**src/design/csp_pkg.sv**
```systemverilog
// Shared types and constants for the code/symbol pair bit packer.
// No dependencies; imported by every module of the block.
`default_nettype none

package csp_pkg;

  localparam int BYTE_W      = 8;
  localparam int CODE_W      = 16;
  localparam int PEND_W      = 7;
  localparam int PCNT_W      = 3;
  localparam int WIDTH_W     = 5;
  localparam int TOTAL_W     = 5;
  localparam int ENTRY_BYTES = 3;
  localparam int ACC_W       = PEND_W + CODE_W + BYTE_W;
  localparam int QUEUE_DEPTH = 2;
  localparam int QPTR_W      = (QUEUE_DEPTH > 1) ? $clog2(QUEUE_DEPTH) : 1;
  localparam int QCNT_W      = $clog2(QUEUE_DEPTH + 1);

  localparam logic REQ_PAIR  = 1'b0;
  localparam logic REQ_FLUSH = 1'b1;

  // one unit of work for the back end: up to three finished bytes
  typedef struct packed {
    logic [ENTRY_BYTES*BYTE_W-1:0] bytes;
    logic [1:0]                    nbytes;
  } csp_entry_t;

endpackage

`default_nettype wire

```
**src/design/csp_front.sv**
```systemverilog
// Front end: accepts requests, keeps the leftover bits and builds byte entries.
// Depends on csp_pkg.
`default_nettype none

module csp_front #(
  parameter int MAX_CODE_BITS = 16
) (
  input  wire logic               clk,
  input  wire logic               rst,
  input  wire logic               accept,
  input  wire logic               req_type,
  input  wire logic [15:0]        code_value,
  input  wire logic [7:0]         symbol_byte,
  input  wire logic [4:0]         code_width,
  output logic                    wr,
  output csp_pkg::csp_entry_t     wr_entry
);
  import csp_pkg::*;

  localparam int CodeLim = (MAX_CODE_BITS < CODE_W) ? MAX_CODE_BITS : CODE_W;
  localparam logic [WIDTH_W-1:0] CODE_LIM = WIDTH_W'(CodeLim);

  logic [PEND_W-1:0]  pending_bits, pending_bits_next;
  logic [PCNT_W-1:0]  pending_count, pending_count_next;

  logic [WIDTH_W-1:0] eff_w;
  logic [CODE_W:0]    mask_ext;
  logic [CODE_W-1:0]  code_m;
  logic [TOTAL_W-1:0] sym_sh;
  logic [ACC_W-1:0]   acc, acc_rest;
  logic [TOTAL_W-1:0] total;
  logic [1:0]         nb;

  always_comb begin
    eff_w    = (code_width > CODE_LIM) ? CODE_LIM : code_width;
    mask_ext = ((CODE_W+1)'(1) << eff_w) - (CODE_W+1)'(1);
    code_m   = code_value & mask_ext[CODE_W-1:0];
    sym_sh   = TOTAL_W'(pending_count) + eff_w;
    acc      = ACC_W'(pending_bits)
             | (ACC_W'(code_m) << pending_count)
             | (ACC_W'(symbol_byte) << sym_sh);
    total    = TOTAL_W'(pending_count) + eff_w + TOTAL_W'(BYTE_W);
    nb       = total[TOTAL_W-1:3];
    acc_rest = acc >> {nb, 3'b000};

    wr                 = 1'b0;
    wr_entry.bytes     = acc[ENTRY_BYTES*BYTE_W-1:0];
    wr_entry.nbytes    = nb;
    pending_bits_next  = pending_bits;
    pending_count_next = pending_count;

    if (accept) begin
      case (req_type)
        REQ_FLUSH: begin
          // partial byte goes out zero-padded, only if something is held
          wr_entry.bytes  = (ENTRY_BYTES*BYTE_W)'(pending_bits);
          wr_entry.nbytes = 2'd1;
          if (pending_count != '0) begin
            wr                 = 1'b1;
            pending_bits_next  = '0;
            pending_count_next = '0;
          end
        end
        REQ_PAIR: begin
          wr                 = 1'b1;
          pending_bits_next  = acc_rest[PEND_W-1:0];
          pending_count_next = total[PCNT_W-1:0];
        end
        default: begin
          wr = 1'b0;
        end
      endcase
    end
  end

  always_ff @(posedge clk) begin
    if (rst) begin
      pending_bits  <= '0;
      pending_count <= '0;
    end else begin
      pending_bits  <= pending_bits_next;
      pending_count <= pending_count_next;
    end
  end

  // a flush with nothing held must not create a beat
  a_flush_empty: assert property (@(posedge clk) disable iff (rst)
    (accept && req_type == REQ_FLUSH && pending_count == '0) |-> !wr)
    else $error("flush with no pending bits produced an entry");

  // every written entry carries at least one byte
  a_entry_nonzero: assert property (@(posedge clk) disable iff (rst)
    wr |-> (wr_entry.nbytes != 2'd0))
    else $error("empty entry written");

  // unused leftover bits stay clear
  a_pending_clean: assert property (@(posedge clk) disable iff (rst)
    (pending_bits >> pending_count) == '0)
    else $error("stray bits above pending count");

endmodule

`default_nettype wire

```
**src/design/csp_queue.sv**
```systemverilog
// Short entry queue between the front and back ends.
// Depends on csp_pkg.
`default_nettype none

module csp_queue (
  input  wire logic               clk,
  input  wire logic               rst,
  input  wire logic               wr,
  input  wire csp_pkg::csp_entry_t wr_entry,
  input  wire logic               rd,
  output csp_pkg::csp_entry_t     rd_entry,
  output logic                    full,
  output logic                    empty
);
  import csp_pkg::*;

  csp_entry_t        slots [QUEUE_DEPTH];
  logic [QPTR_W-1:0] wptr, rptr;
  logic [QCNT_W-1:0] count;

  assign full     = (count == QCNT_W'(QUEUE_DEPTH));
  assign empty    = (count == '0);
  assign rd_entry = slots[rptr];

  always_ff @(posedge clk) begin
    if (wr) begin
      slots[wptr] <= wr_entry;
    end
  end

  always_ff @(posedge clk) begin
    if (rst) begin
      wptr  <= '0;
      rptr  <= '0;
      count <= '0;
    end else begin
      if (wr) begin
        wptr <= (wptr == QPTR_W'(QUEUE_DEPTH-1)) ? '0 : wptr + QPTR_W'(1);
      end
      if (rd) begin
        rptr <= (rptr == QPTR_W'(QUEUE_DEPTH-1)) ? '0 : rptr + QPTR_W'(1);
      end
      case ({wr, rd})
        2'b10:   count <= count + QCNT_W'(1);
        2'b01:   count <= count - QCNT_W'(1);
        default: count <= count;
      endcase
    end
  end

  a_no_overflow: assert property (@(posedge clk) disable iff (rst)
    !(wr && full))
    else $error("queue written while full");

  a_no_underflow: assert property (@(posedge clk) disable iff (rst)
    !(rd && empty))
    else $error("queue read while empty");

  a_count_range: assert property (@(posedge clk) disable iff (rst)
    count <= QCNT_W'(QUEUE_DEPTH))
    else $error("queue count out of range");

endmodule

`default_nettype wire

```
**src/design/csp_back.sv**
```systemverilog
// Back end: walks the bytes of each queued entry and drives the result register.
// Depends on csp_pkg.
`default_nettype none

module csp_back (
  input  wire logic               clk,
  input  wire logic               rst,
  input  wire logic               head_valid,
  input  wire csp_pkg::csp_entry_t head,
  output logic                    head_pop,
  input  wire logic               pop,
  output logic                    empty,
  output logic [7:0]              packed_byte,
  output logic                    last_of_run
);
  import csp_pkg::*;

  logic             out_valid;
  logic [1:0]       idx, idx_next;
  logic             load;
  logic             is_last;
  logic [BYTE_W-1:0] sel_byte;

  assign empty = !out_valid;

  always_comb begin
    load    = head_valid && (!out_valid || pop);
    is_last = (idx == head.nbytes - 2'd1);
    case (idx)
      2'd0:    sel_byte = head.bytes[BYTE_W-1:0];
      2'd1:    sel_byte = head.bytes[2*BYTE_W-1:BYTE_W];
      2'd2:    sel_byte = head.bytes[3*BYTE_W-1:2*BYTE_W];
      default: sel_byte = '0;
    endcase
    head_pop = load && is_last;
    idx_next = idx;
    if (load) begin
      idx_next = is_last ? 2'd0 : idx + 2'd1;
    end
  end

  always_ff @(posedge clk) begin
    if (rst) begin
      out_valid <= 1'b0;
      idx       <= '0;
    end else begin
      idx <= idx_next;
      if (load) begin
        out_valid <= 1'b1;
      end else if (pop) begin
        out_valid <= 1'b0;
      end
    end
  end

  // result payload, no reset needed
  always_ff @(posedge clk) begin
    if (load) begin
      packed_byte <= sel_byte;
      last_of_run <= is_last;
    end
  end

  a_idx_in_entry: assert property (@(posedge clk) disable iff (rst)
    head_valid |-> (idx < head.nbytes))
    else $error("byte index beyond entry length");

  a_idx_rests: assert property (@(posedge clk) disable iff (rst)
    !head_valid |-> (idx == 2'd0))
    else $error("byte index left mid-entry with queue empty");

  a_last_pops: assert property (@(posedge clk) disable iff (rst)
    (load && is_last) |=> (last_of_run && out_valid))
    else $error("final beat of an entry not flagged");

endmodule

`default_nettype wire

```
**src/design/code_symbol_pair_bit_packer.sv**
```systemverilog
// Path: an accepted request is written into a queue slot; its bytes then load one at
// a time into the result register. Throughput: one request per cycle into a two-entry
// queue while it is not full; the result register drains one byte per cycle while the
// receiver pops, and a pair yields one to three bytes. Flush with nothing held makes no
// beat. Reset (synchronous) clears the leftover bits, the queue and the result valid
// flag (not the byte payload). Depends on csp_pkg, csp_front, csp_queue and csp_back.
`default_nettype none

module code_symbol_pair_bit_packer #(
  parameter int MAX_CODE_BITS = 16
) (
  input  wire logic        clk,
  input  wire logic        rst,
  input  wire logic        push,
  output logic             full,
  input  wire logic        req_type,
  input  wire logic [15:0] code_value,
  input  wire logic [7:0]  symbol_byte,
  input  wire logic [4:0]  code_width,
  output logic             empty,
  input  wire logic        pop,
  output logic [7:0]       packed_byte,
  output logic             last_of_run
);
  import csp_pkg::*;

  logic       accept;
  logic       q_wr;
  csp_entry_t q_wr_entry;
  csp_entry_t q_head;
  logic       q_pop;
  logic       q_empty;

  assign accept = push && !full;

  csp_front #(
    .MAX_CODE_BITS(MAX_CODE_BITS)
  ) u_front (
    .clk        (clk),
    .rst        (rst),
    .accept     (accept),
    .req_type   (req_type),
    .code_value (code_value),
    .symbol_byte(symbol_byte),
    .code_width (code_width),
    .wr         (q_wr),
    .wr_entry   (q_wr_entry)
  );

  csp_queue u_queue (
    .clk     (clk),
    .rst     (rst),
    .wr      (q_wr),
    .wr_entry(q_wr_entry),
    .rd      (q_pop),
    .rd_entry(q_head),
    .full    (full),
    .empty   (q_empty)
  );

  csp_back u_back (
    .clk        (clk),
    .rst        (rst),
    .head_valid (!q_empty),
    .head       (q_head),
    .head_pop   (q_pop),
    .pop        (pop),
    .empty      (empty),
    .packed_byte(packed_byte),
    .last_of_run(last_of_run)
  );

endmodule

`default_nettype wire

```
**config.mk**
```make
export PLATFORM = sky130hd
export DESIGN_NAME = code_symbol_pair_bit_packer
export DESIGN_NICKNAME = d
export VERILOG_FILES = /design/src/design/csp_pkg.sv /design/src/design/csp_front.sv /design/src/design/csp_queue.sv /design/src/design/csp_back.sv /design/src/design/code_symbol_pair_bit_packer.sv
export SDC_FILE = /design/constraint.sdc
export NUM_CORES = 1
export LEC_CHECK = 0
export BUFFER_PORTS_ARGS = -buffer_cell sky130_fd_sc_hd__buf_2
export CAP_MARGIN = 20
export CORE_ASPECT_RATIO = 0.5
export CORE_MARGIN = 2
export CORE_UTILIZATION = 55
export DETAILED_ROUTE_END_ITERATION = 7
export GPL_TIMING_DRIVEN = 0
export PLACE_DENSITY_LB_ADDON = 0.12
export SETUP_SLACK_MARGIN = 0.1
export SYNTH_ARGS = -nofsm -noshare
export SYNTH_HDL_FRONTEND = slang
export SYNTH_HIERARCHICAL = 1
export SYNTH_SLANG_ARGS = --single-unit
```
**constraint.sdc**
```tcl
create_clock -name clk -period 3.37 [get_ports clk]
set_input_delay 0.1685 -clock clk [delete_from_list [all_inputs] [get_ports clk]]
set_output_delay 0.1685 -clock clk [all_outputs]
set_load 0.05 [all_outputs]
```
==> results of run 1 <==
==> flip-flops by register name (all words and copies together), names as in the netlist, 2 cells and up, named ones only <==
name	flops
u_back/packed_byte	8
u_queue/count	2
u_back/idx	2
u_front/pending_bits	7
u_queue/slots	52
u_front/pending_count	3
==> cells in the mapped netlist, types with 6 or more instances <==
| library cell | n | share of area (%) |
|---|---|---|
| or2_2 | 6 | 0.65 |
| o2111ai_1 | 8 | 1.2 |
| a21oi_1 | 37 | 3.2 |
| a211oi_1 | 8 | 1.0 |
| nor2_1 | 49 | 3.2 |
| nand4_1 | 6 | 0.65 |
| ha_1 | 7 | 1.5 |
| a31oi_1 | 11 | 1.2 |
| or3_1 | 6 | 0.65 |
| o22ai_1 | 6 | 0.65 |
| nand2_1 | 30 | 2.0 |
| mux2i_1 | 14 | 2.4 |
| buf_2 | 14 | 1.2 |
| inv_1 | 18 | 1.2 |
| edfxtp_1 | 61 | 32 |
| dfxtp_1 | 18 | 6.3 |
| nand2b_1 | 11 | 1.2 |
| and2_1 | 10 | 1.1 |
| clkbuf_1 | 28 | 1.8 |
| o31ai_1 | 9 | 1.2 |
| nand3_1 | 19 | 1.7 |
| and3_1 | 6 | 0.65 |
| o21ai_0 | 34 | 3.0 |
| mux2_2 | 28 | 5.5 |
| nor2b_1 | 7 | 0.76 |
| o211ai_1 | 11 | 1.4 |
| a21o_1 | 7 | 0.91 |
| nor3_1 | 16 | 1.4 |
| mux4_2 | 6 | 2.3 |
| a222oi_1 | 8 | 1.4 |
==> routing by layer <==
metal / GRT usage (%) / share of wire [%] / vias to the layer above / wire, um
met5: 0 / 0 / - / 0
met4: 8.381 / 2.2 / 0 / 386
met3: 6.527 / 9.0 / 35 / 1615
met2: 49.31 / 44 / 303 / 7950
met1: 45.51 / 44 / 2590 / 7959
li1: - / - / 2475 / -
==> metrics by stage <==
stage | hold WS (ns) | setup WS [ns] | total power [mW]
finish | 0.1863 | 0.1659 | 3.858
global route | 0.2177 | 0.03860 | 4.027
CTS | 0.1797 | 0.06070 | 3.790
detailed placement | 0.4436 | -1.007 | 2.704
global placement | 0.4354 | -1.009 | 2.672
floorplan | 0.2376 | 0.03716 | 2.340
==> timing repair <==
action / in CTS / in global routing
setup endpoints to repair: 57 / 78
gates resized for setup: 60 / 38
buffers inserted: 3 / 9
pin swaps: 7 / 15
hold buffers: 0 / 0
==> layout by cell type (no fill, tap or decap), types with 7 or more instances in the layout <==
| cell type | netlist | final |
|---|---|---|
| and2_1 | 10 | 9 |
| o2111ai_1 | 8 | 8 |
| o21ai_0 | 34 | 31 |
| nor2b_1 | 7 | 7 |
| nand2_1 | 30 | 29 |
| o31ai_1 | 9 | 7 |
| nand2b_1 | 11 | 11 |
| inv_1 | 18 | 18 |
| edfxtp_1 | 61 | 61 |
| buf_4 | 1 | 14 |
| mux2_2 | 28 | 28 |
| nand3_1 | 19 | 19 |
| a21o_1 | 7 | 7 |
| clkbuf_1 | 28 | 20 |
| a211oi_1 | 8 | 7 |
| nor3_1 | 16 | 11 |
| a21oi_1 | 37 | 30 |
| a222oi_1 | 8 | 8 |
| buf_2 | 14 | 55 |
| mux2i_1 | 14 | 14 |
| nor2_1 | 49 | 43 |
| a31oi_1 | 11 | 10 |
| clkbuf_16 | 0 | 11 |
| dfxtp_1 | 18 | 18 |
| o211ai_1 | 11 | 11 |
==> logic make-up (layout without fill, tap and decap cells) <==
family,after synthesis,after routing
XOR/XNOR,10,10
flip-flops,79,79
AO/OA/AOI/OAI,198,198
AND/OR/NAND/NOR,186,186
buffers and inverters,67,140
adder cells (fa/ha/maj),9,9
multiplexers,50,50
==> worst max-delay path by stage <==
stage	from	endpoint	slack [ns]	cells past startpoint
2_1_floorplan	u_front/pending_count[0]$_SDFFE_PP0P_	u_queue/slots[0][19]$_DFFE_PP_	0.04	13
3_3_place_gp	code_width[2]	u_queue/slots[0][20]$_DFFE_PP_	-1.01	14
3_5_place_dp	code_width[2]	u_queue/slots[0][20]$_DFFE_PP_	-1.01	14
4_1_cts	u_front/pending_count[0]$_SDFFE_PP0P_	u_queue/slots[1][19]$_DFFE_PP_	0.06	13
5_1_grt	code_width[2]	u_front/pending_bits[2]$_SDFFE_PP0P_	0.04	13
6_report	code_width[2]	u_front/pending_bits[2]$_SDFFE_PP0P_	0.17	13
==> final cells by class <==
cell class,instances,area [um2],share of cell area (%)
multi-input combinational,453,3617,51.52
buffer,47,290.3,4.135
timing repair buffer,58,352.8,5.026
clock inverter,6,92.59,1.319
sequential,79,2192,31.22
tap,140,175.2,2.495
clock buffer,10,229.0,3.261
inverter,19,71.32,1.016
==> critical path, delay by kind of cell <==
| family | cells | cell delay (ns) |
|---|---|---|
| buffers and inverters | 3 | 0.45 |
| AND/OR/NAND/NOR | 4 | 1.19 |
| adder cells (fa/ha/maj) | 1 | 0.20 |
| AO/OA/AOI/OAI | 5 | 1.43 |
==> where the power goes <==
| group | switching (mW) | total [mW] | internal (mW) |
|---|---|---|---|
| Clock | 0.387 | 1.04 | 0.653 |
| Sequential | 0.0607 | 1.34 | 1.27 |
| Combinational | 0.960 | 1.48 | 0.523 |
==> summary.md, run 1 <==
| Metric | Value |
|---|---|
| Status | `finished clean` |
| Hold Path Origin | `rst` |
| Flops & latches, synth | `79` |
| Largest family of logic cells by synthesized area | `compound AO/OA/AOI/OAI gates` |
| FF-to-FF setup slack | `between 0.2 and 0.25 ns` |
| Final nets | `between 700 and 800` |
| Relative slew slack | `~46%` |
| Pleak | `2.519 nW` |
| Clk Latency, worst-skew pair | `roughly 0.33 ns` |
| Final Skew | `~0.011 ns` |
| Main synth FF type | `edfxtp_1` |
| Clk sinks | `79` |
| Gr usage total | `31.75%` |
| TritonRoute pass-1 iters | `7` |
| Core Util, Final | `68.95%` |
| Crit path required time | `approximately 3.6 ns` |
| Post-synth net total | `~640` |
| Synthesized area | `roughly 0.0058 mm2` |
| Worst-path clk slew | `around 0.07 ns` |
| Global route overflow | `0` |
| Dpl cells | `785` |
| Min-delay worst type | `in2reg` |
| Core Footprint | `about 0.010 mm2` |
| Cell Pwr Density | `549.6 mW/mm2` |
| Crit end category | `flip-flop` |
| Fillers | `818` |
| Row cnt | `26` |
| Reg-to-Reg End | `u_queue/slots[0][4]$_DFFE_PP_` |
| CP Max Fanout | `10` |
| Final setup fails | `0` |
| Vias in the first global route | `between 5k and 6k` |
| WL/cell | `about 22 um` |
| Worst Setup Start Kind | `input pin` |
| H-tree depth | `3` |
| Simple logic cell fraction of the synthesized area | `16.99%` |
| Xor and xnor area share after synthesis | `1.784%` |
| DR vias | `approximately 5.4k` |
| Post-route cell area | `roughly 0.007 mm2` |
| Initial Utilization | `around 56%` |
| I/O Buffers | `between 40 and 50` |
| Minimum clock period | `between 3 and 4 ns` |
| DRC violations left | `0` |
| RR Startpoint | `u_front/pending_count[0]$_SDFFE_PP0P_` |
| Setup_tns | `0 ns` |
| Area delta synth->final | `22.06%` |
| First-pass GRT wire length | `roughly 28000 um` |
| Initial antenna violation count | `0` |
| Adder-cell share of the synthesized area | `under 10%` |
| DIE AREA | `around 0.011 mm2` |
| Final hold viol count | `0` |
| Complex-gate fraction of the synthesized area | `about a quarter` |
| Largest net degree at the start of global routing | `17` |
| Ant diodes | `0` |
| Max-Cap Viols | `0` |
| HPWL after detailed placement | `around 13000 um` |
| Die H | `76.31 um` |
| Post-synth EDFFs | `61` |
| Initial DRC count | `between 400 and 500` |
| Period utilization | `between 90% and 100%` |
| Post-Layout Cell Count | `roughly 800` |
| Post-route ant nets | `0` |
| Root buf cell | `clkbuf_16` |
| Final slew viol count | `0` |
| Final wirelength | `between 15000 and 20000 um` |
| GPL Wtd Cong | `about 0.99` |
| Post-synthesis cell type count | `83` |
| Die width | `~150 um` |
| Top Ports | `between 40 and 50` |
| Mapped Cells | `around 600` |
| Share of layout cells above drive strength 1 | `31.25%` |
| Peak supply drop | `approximately 0.00042 V` |
| Max stage delay cell, worst path | `or4_1` |
| Slowest stage delay, CP | `0.39 ns` |
| Register area share after synthesis | `between 30% and 40%` |
| Type of the worst setup path | `in2reg` |
| Worst hold path depth | `2` |
| Critical path cell sequence | `buf_2 > buf_4 > buf_6 > or2_2 > or3_4 > ha_2 > or4_1 > a211o_2 > a221oi_4 > nor3_2 > o311ai_2 > o2111ai_1 > a21oi_1` |
| Syn. warnings | `6` |
| Fmax | `around 310 MHz` |
| Vias/cell | `between 6 and 7` |
| Post-synthesis async set-or-reset flop share | `0%` |
| Max clock buf depth | `2` |
| Crit path DAT | `~3.5 ns` |
| Syn Area/Cell | `around 9.6 um2` |
| Worst r2r path cells | `11` |
| CTS tree | `done` |
| Worst Tran Pin Value | `approximately 0.80 ns` |
| CTS Buf Count | `9` |
| RSZ-0062 raised after global routing | `true` |
| Cell Area, Placed | `0.006191 mm2` |
| Proportion of synthesized area in mux cells | `a little over a tenth` |
(Power assumes the default switching activity.)
==> run 2, diff against run 1 <==
ABC_AREA = 1   (was default)
MAX_ROUTING_LAYER = met4   (was default)
==> run 2 against run 1 <==
Against the previous run: via count rose by 0.11%; first-iteration DRC count rose by 25%; routed wire length fell by 14%; sequential cell count did not move; clock skew fell by 0.00061 ns; fmax rose by 14%; non-clock buffer count fell by 28; global-route usage fell by 2.7 points; critical path type is now reg2reg; critical endpoint is now u_queue/slots[0][9]$_DFFE_PP_; largest cell class unchanged.
==> summary.md, run 2 <==
| Metric | Value |
|---|---|
| Post-place setup slack | `0.4847 ns (+1.492 ns)` |
| Syn Area/Cell | `7.524 um2 (-22%)` |
| Synth top cells by count | `nand2_1 (191), nand3_1 (141), inv_1 (77), edfxtp_1 (61), nor2_1 (57)` |
| CTS Hold Bufs | `0 (unchanged)` |
| RSZ-0062 raised after global routing | `false` |
| Core Util, Final | `63.26% (-5.7 points)` |
| Sequential cell area | `0.002192 mm2 (unchanged)` |
| Row cnt | `26 (unchanged)` |
| Area delta synth->final | `12.59%` |
| Worst r2r path cells | `12 (+1)` |
| RR Startpoint | `u_front/pending_count[0]$_SDFFE_PP0P_` |
| Most frequent cells in the layout | `nand2_1 (191), nand3_1 (141), inv_1 (77), edfxtp_1 (61), nor2_1 (56)` |
| Type of the worst setup path | `reg2reg` |
| DR vias | `5409 (+0.11%)` |
| GPL Wtd Cong | `0.9807 (-0.91%)` |
| Fmax | `355.6 MHz (+14%)` |
| Root buf cell | `clkbuf_16` |
| Worst Tran Pin Value | `0.7577 ns (-0.04222 ns)` |
| Initial Utilization | `56.19% (-0.30 points)` |
| HPWL after detailed placement | `11980 um (-9.0%)` |
| Pleak | `2.897 nW (+15%)` |
| Number of setup buffers added after CTS | `0 (-3)` |
| Final nets | `856 (+21%)` |
| Adder-cell share of the synthesized area | `1.887% (-0.16 points)` |
| Initial DRC count | `548 (+25%)` |
| Most common cell after layout, fill and taps aside | `nand2_1` |
| Relative slew slack | `49.30% (+2.8 points)` |
| Post-synthesis async set-or-reset flop share | `0% (unchanged)` |
| Pint | `2.439 mW (-0.46%)` |
| WHS Endpoint | `u_queue/rptr$_SDFFE_PP0P_` |
| Net Sw Power | `1.638 mW (+16%)` |
| Clk pwr share | `22.7% (-4.3 points)` |
| Crit end category | `flip-flop` |
| Peak supply drop | `0.0003321 V (-21%)` |
| Complex-gate fraction of the synthesized area | `6.889% (-19 points)` |
| Final hold viol count | `0 (unchanged)` |
| Status | `finished clean` |
| WL/cell | `16.15 um (-27%)` |
| Crit path required time | `3.43 ns (-0.20 ns)` |
| Min-delay worst type | `in2reg` |
| Post-Layout Cell Count | `959 (+18%)` |
| Worst hold path depth | `2 (unchanged)` |
| Post-CTS resize count | `0 (-100%)` |
| Area of the multi-input gates | `0.002975 mm2 (-18%)` |
| DIE AREA | `0.01125 mm2 (-0.81%)` |
| Biggest regs | `u_queue/slots: 52 flops, u_back/packed_byte: 8 flops, u_front/pending_bits: 7 flops` |
| Fillers | `944 (+15%)` |
| Gr usage total | `29.04% (-2.7 points)` |
| Largest family of logic cells by synthesized area | `simple AND/OR/NAND/NOR gates` |
| Period utilization | `83.45% (-12 points)` |
| Simple logic cell fraction of the synthesized area | `36.75% (+20 points)` |
| Synth top area share | `32.12% (+0.27 points)` |
| Synthesized area | `0.005703 mm2 (-0.85%)` |
| Max clock buf depth | `2 (unchanged)` |
| Largest net degree at the start of global routing | `28 (+11)` |
| Initial antenna violation count | `0 (unchanged)` |
| H-tree depth | `3 (unchanged)` |
| Total power | `4.077 mW (+5.7%)` |
| Synth area leader | `edfxtp_1` |
| Register area share after synthesis | `38.44% (+0.33 points)` |
| Final slew viol count | `0 (unchanged)` |
| CP Max Fanout | `10 (unchanged)` |
| Xor and xnor area share after synthesis | `0.1536% (-1.6 points)` |
| Reg-to-Reg End | `u_queue/slots[0][9]$_DFFE_PP_` |
| Proportion of synthesized area in mux cells | `6.450% (-4.3 points)` |
| Cell Pwr Density | `634.9 mW/mm2 (+16%)` |
| Mapped Cells | `758 (+27%)` |
| Syn. warnings | `6 (unchanged)` |
| Flops & latches, synth | `79 (unchanged)` |
| Final wirelength | `15490 um (-14%)` |
| Final setup fails | `0 (unchanged)` |
| Logic pwr share | `43.7% (+5.3 points)` |
| Clk Latency, worst-skew pair | `0.34 ns (about the same)` |
| CTS Buf Count | `9 (unchanged)` |
| Top Ports | `45 (unchanged)` |
| Post-synthesis cell type count | `43 (-48%)` |
| Max reg flops | `52 (unchanged)` |
| DRC violations left | `0 (unchanged)` |
| Minimum clock period | `2.812 ns (-0.3918 ns)` |
| Post-synth net total | `800 (+25%)` |
| Top reg by flops | `u_queue/slots` |
| Hold Path Origin | `rst` |
| Dpl cells | `942 (+20%)` |
| Clk sinks | `79 (unchanged)` |
| Slack of the critical path | `0.5577 ns (+0.3918 ns)` |
| Post-synth EDFFs | `61 (unchanged)` |
| Main area contributors after synthesis | `edfxtp_1 (32%), nand2_1 (13%), nand3_1 (12%)` |
| Crit path DAT | `2.88 ns (-0.58 ns)` |
| Post-route ant nets | `0 (unchanged)` |
| First-pass GRT wire length | `24840 um (-10%)` |
| Global route overflow | `0 (unchanged)` |
| Main synth FF type | `edfxtp_1` |
| CTS tree | `done` |
| Max-Cap Viols | `0 (unchanged)` |
| FF-to-FF setup slack | `0.56 ns (+0.34 ns)` |
| TritonRoute pass-1 iters | `6 (-1)` |
| Final Skew | `0.01003 ns (-0.0006115 ns)` |
| Worst-path clk slew | `0.07 ns (about the same)` |
| Sw Ratio | `40.17% (+3.7 points)` |
| Die width | `148.0 um (-0.41%)` |
| Most frequent cell after synthesis | `nand2_1` |
| Share of layout cells above drive strength 1 | `18.19% (-13 points)` |
| I/O Buffers | `43 (-2.3%)` |
| Sequential share of power | `33.6% (-1.0 points)` |
| Vias in the first global route | `4791 (-4.4%)` |
| Die H | `76.01 um (-0.40%)` |
| Worst Setup Start Kind | `flip-flop` |
| Ant diodes | `0 (unchanged)` |
| Vias/cell | `5.640 (-15%)` |
| Core Footprint | `0.01015 mm2 (-0.32%)` |
run 2: cell count changes after synthesis, moves of 16 or more:
| cell | change |
|---|---|
| o21ai_0 | -22 |
| nand2_1 | +161 |
| mux2_2 | -22 |
| inv_1 | +59 |
| mux2_4 | +20 |
| nand3_1 | +122 |
| clkbuf_1 | -17 |
| nand4_1 | +16 |
run 2: power by group through the flow:
stage          clock (mW)  combinational (mW)  sequential (mW)
6_report            0.924                1.78             1.37
5_1_grt             0.973                1.95             1.39
4_1_cts             0.929                1.77             1.37
3_5_place_dp            0                1.76             1.39
3_3_place_gp            0                1.72             1.39
2_1_floorplan           0                1.16             1.59
run 2: worst max path at each step:
stage,start,endpoint,depth (start not counted)
detailed placement,code_width[0],u_queue/slots[1][9]$_DFFE_PP_,14
global route,u_front/pending_count[0]$_SDFFE_PP0P_,u_queue/slots[0][9]$_DFFE_PP_,12
floorplan,u_front/pending_count[0]$_SDFFE_PP0P_,u_queue/slots[0][0]$_DFFE_PP_,6
CTS,u_front/pending_count[0]$_SDFFE_PP0P_,u_queue/slots[0][9]$_DFFE_PP_,12
global placement,u_front/pending_count[0]$_SDFFE_PP0P_,u_queue/slots[0][21]$_DFFE_PP_,6
finish,u_front/pending_count[0]$_SDFFE_PP0P_,u_queue/slots[0][9]$_DFFE_PP_,12
run 2: worst max-delay path, stage by stage, from the launching register on:
cell and delay (ns):
dfxtp_1 0.30, buf_2 0.18, nand3_4 0.16, inv_2 0.06, fa_1 0.53, buf_1 0.39
nand2_1 0.17, nand2_1 0.09, nand2_1 0.04, o21ai_1 0.15, o21ai_0 0.15, a31oi_1 0.24
nor2_1 0.09
run 2: cell type report:
type                            instances  area share [%]
Sequential cell                        79           34.14
Clock buffer                            9           3.507
Clock inverter                          7          0.8963
Buffer                                 32           3.059
Multi-Input combinational cell        556           46.34
Inverter                               91           5.320
Timing Repair Buffer                   45           4.014
Tap cell                              140           2.728
run 2: cell families after synthesis:
family / Yosys count
simple gates: 452
buf+inv: 123
flops: 79
compound gates: 69
mux: 26
fa+ha+maj: 8
xor+xnor: 1
run 2: metal layers:
layer	routed length, um	global-route usage (%)	vias up
met1	7497	43.57	2489
met3	1166	4.551	22
met5	0	-	-
li1	-	-	2655
met2	6509	41.20	243
met4	313	6.952	0
run 2: per-stage QoR:
stage	instance area [um2]	TNS (ns)	hold slack, ns
after floorplan	5703	0	0.2376
after global placement	6093	-3.461	0.4386
after detailed placement	6111	0	0.4504
after CTS	6394	0	0.09791
after global routing	6421	0	0.1074
final	6421	0	0.09855
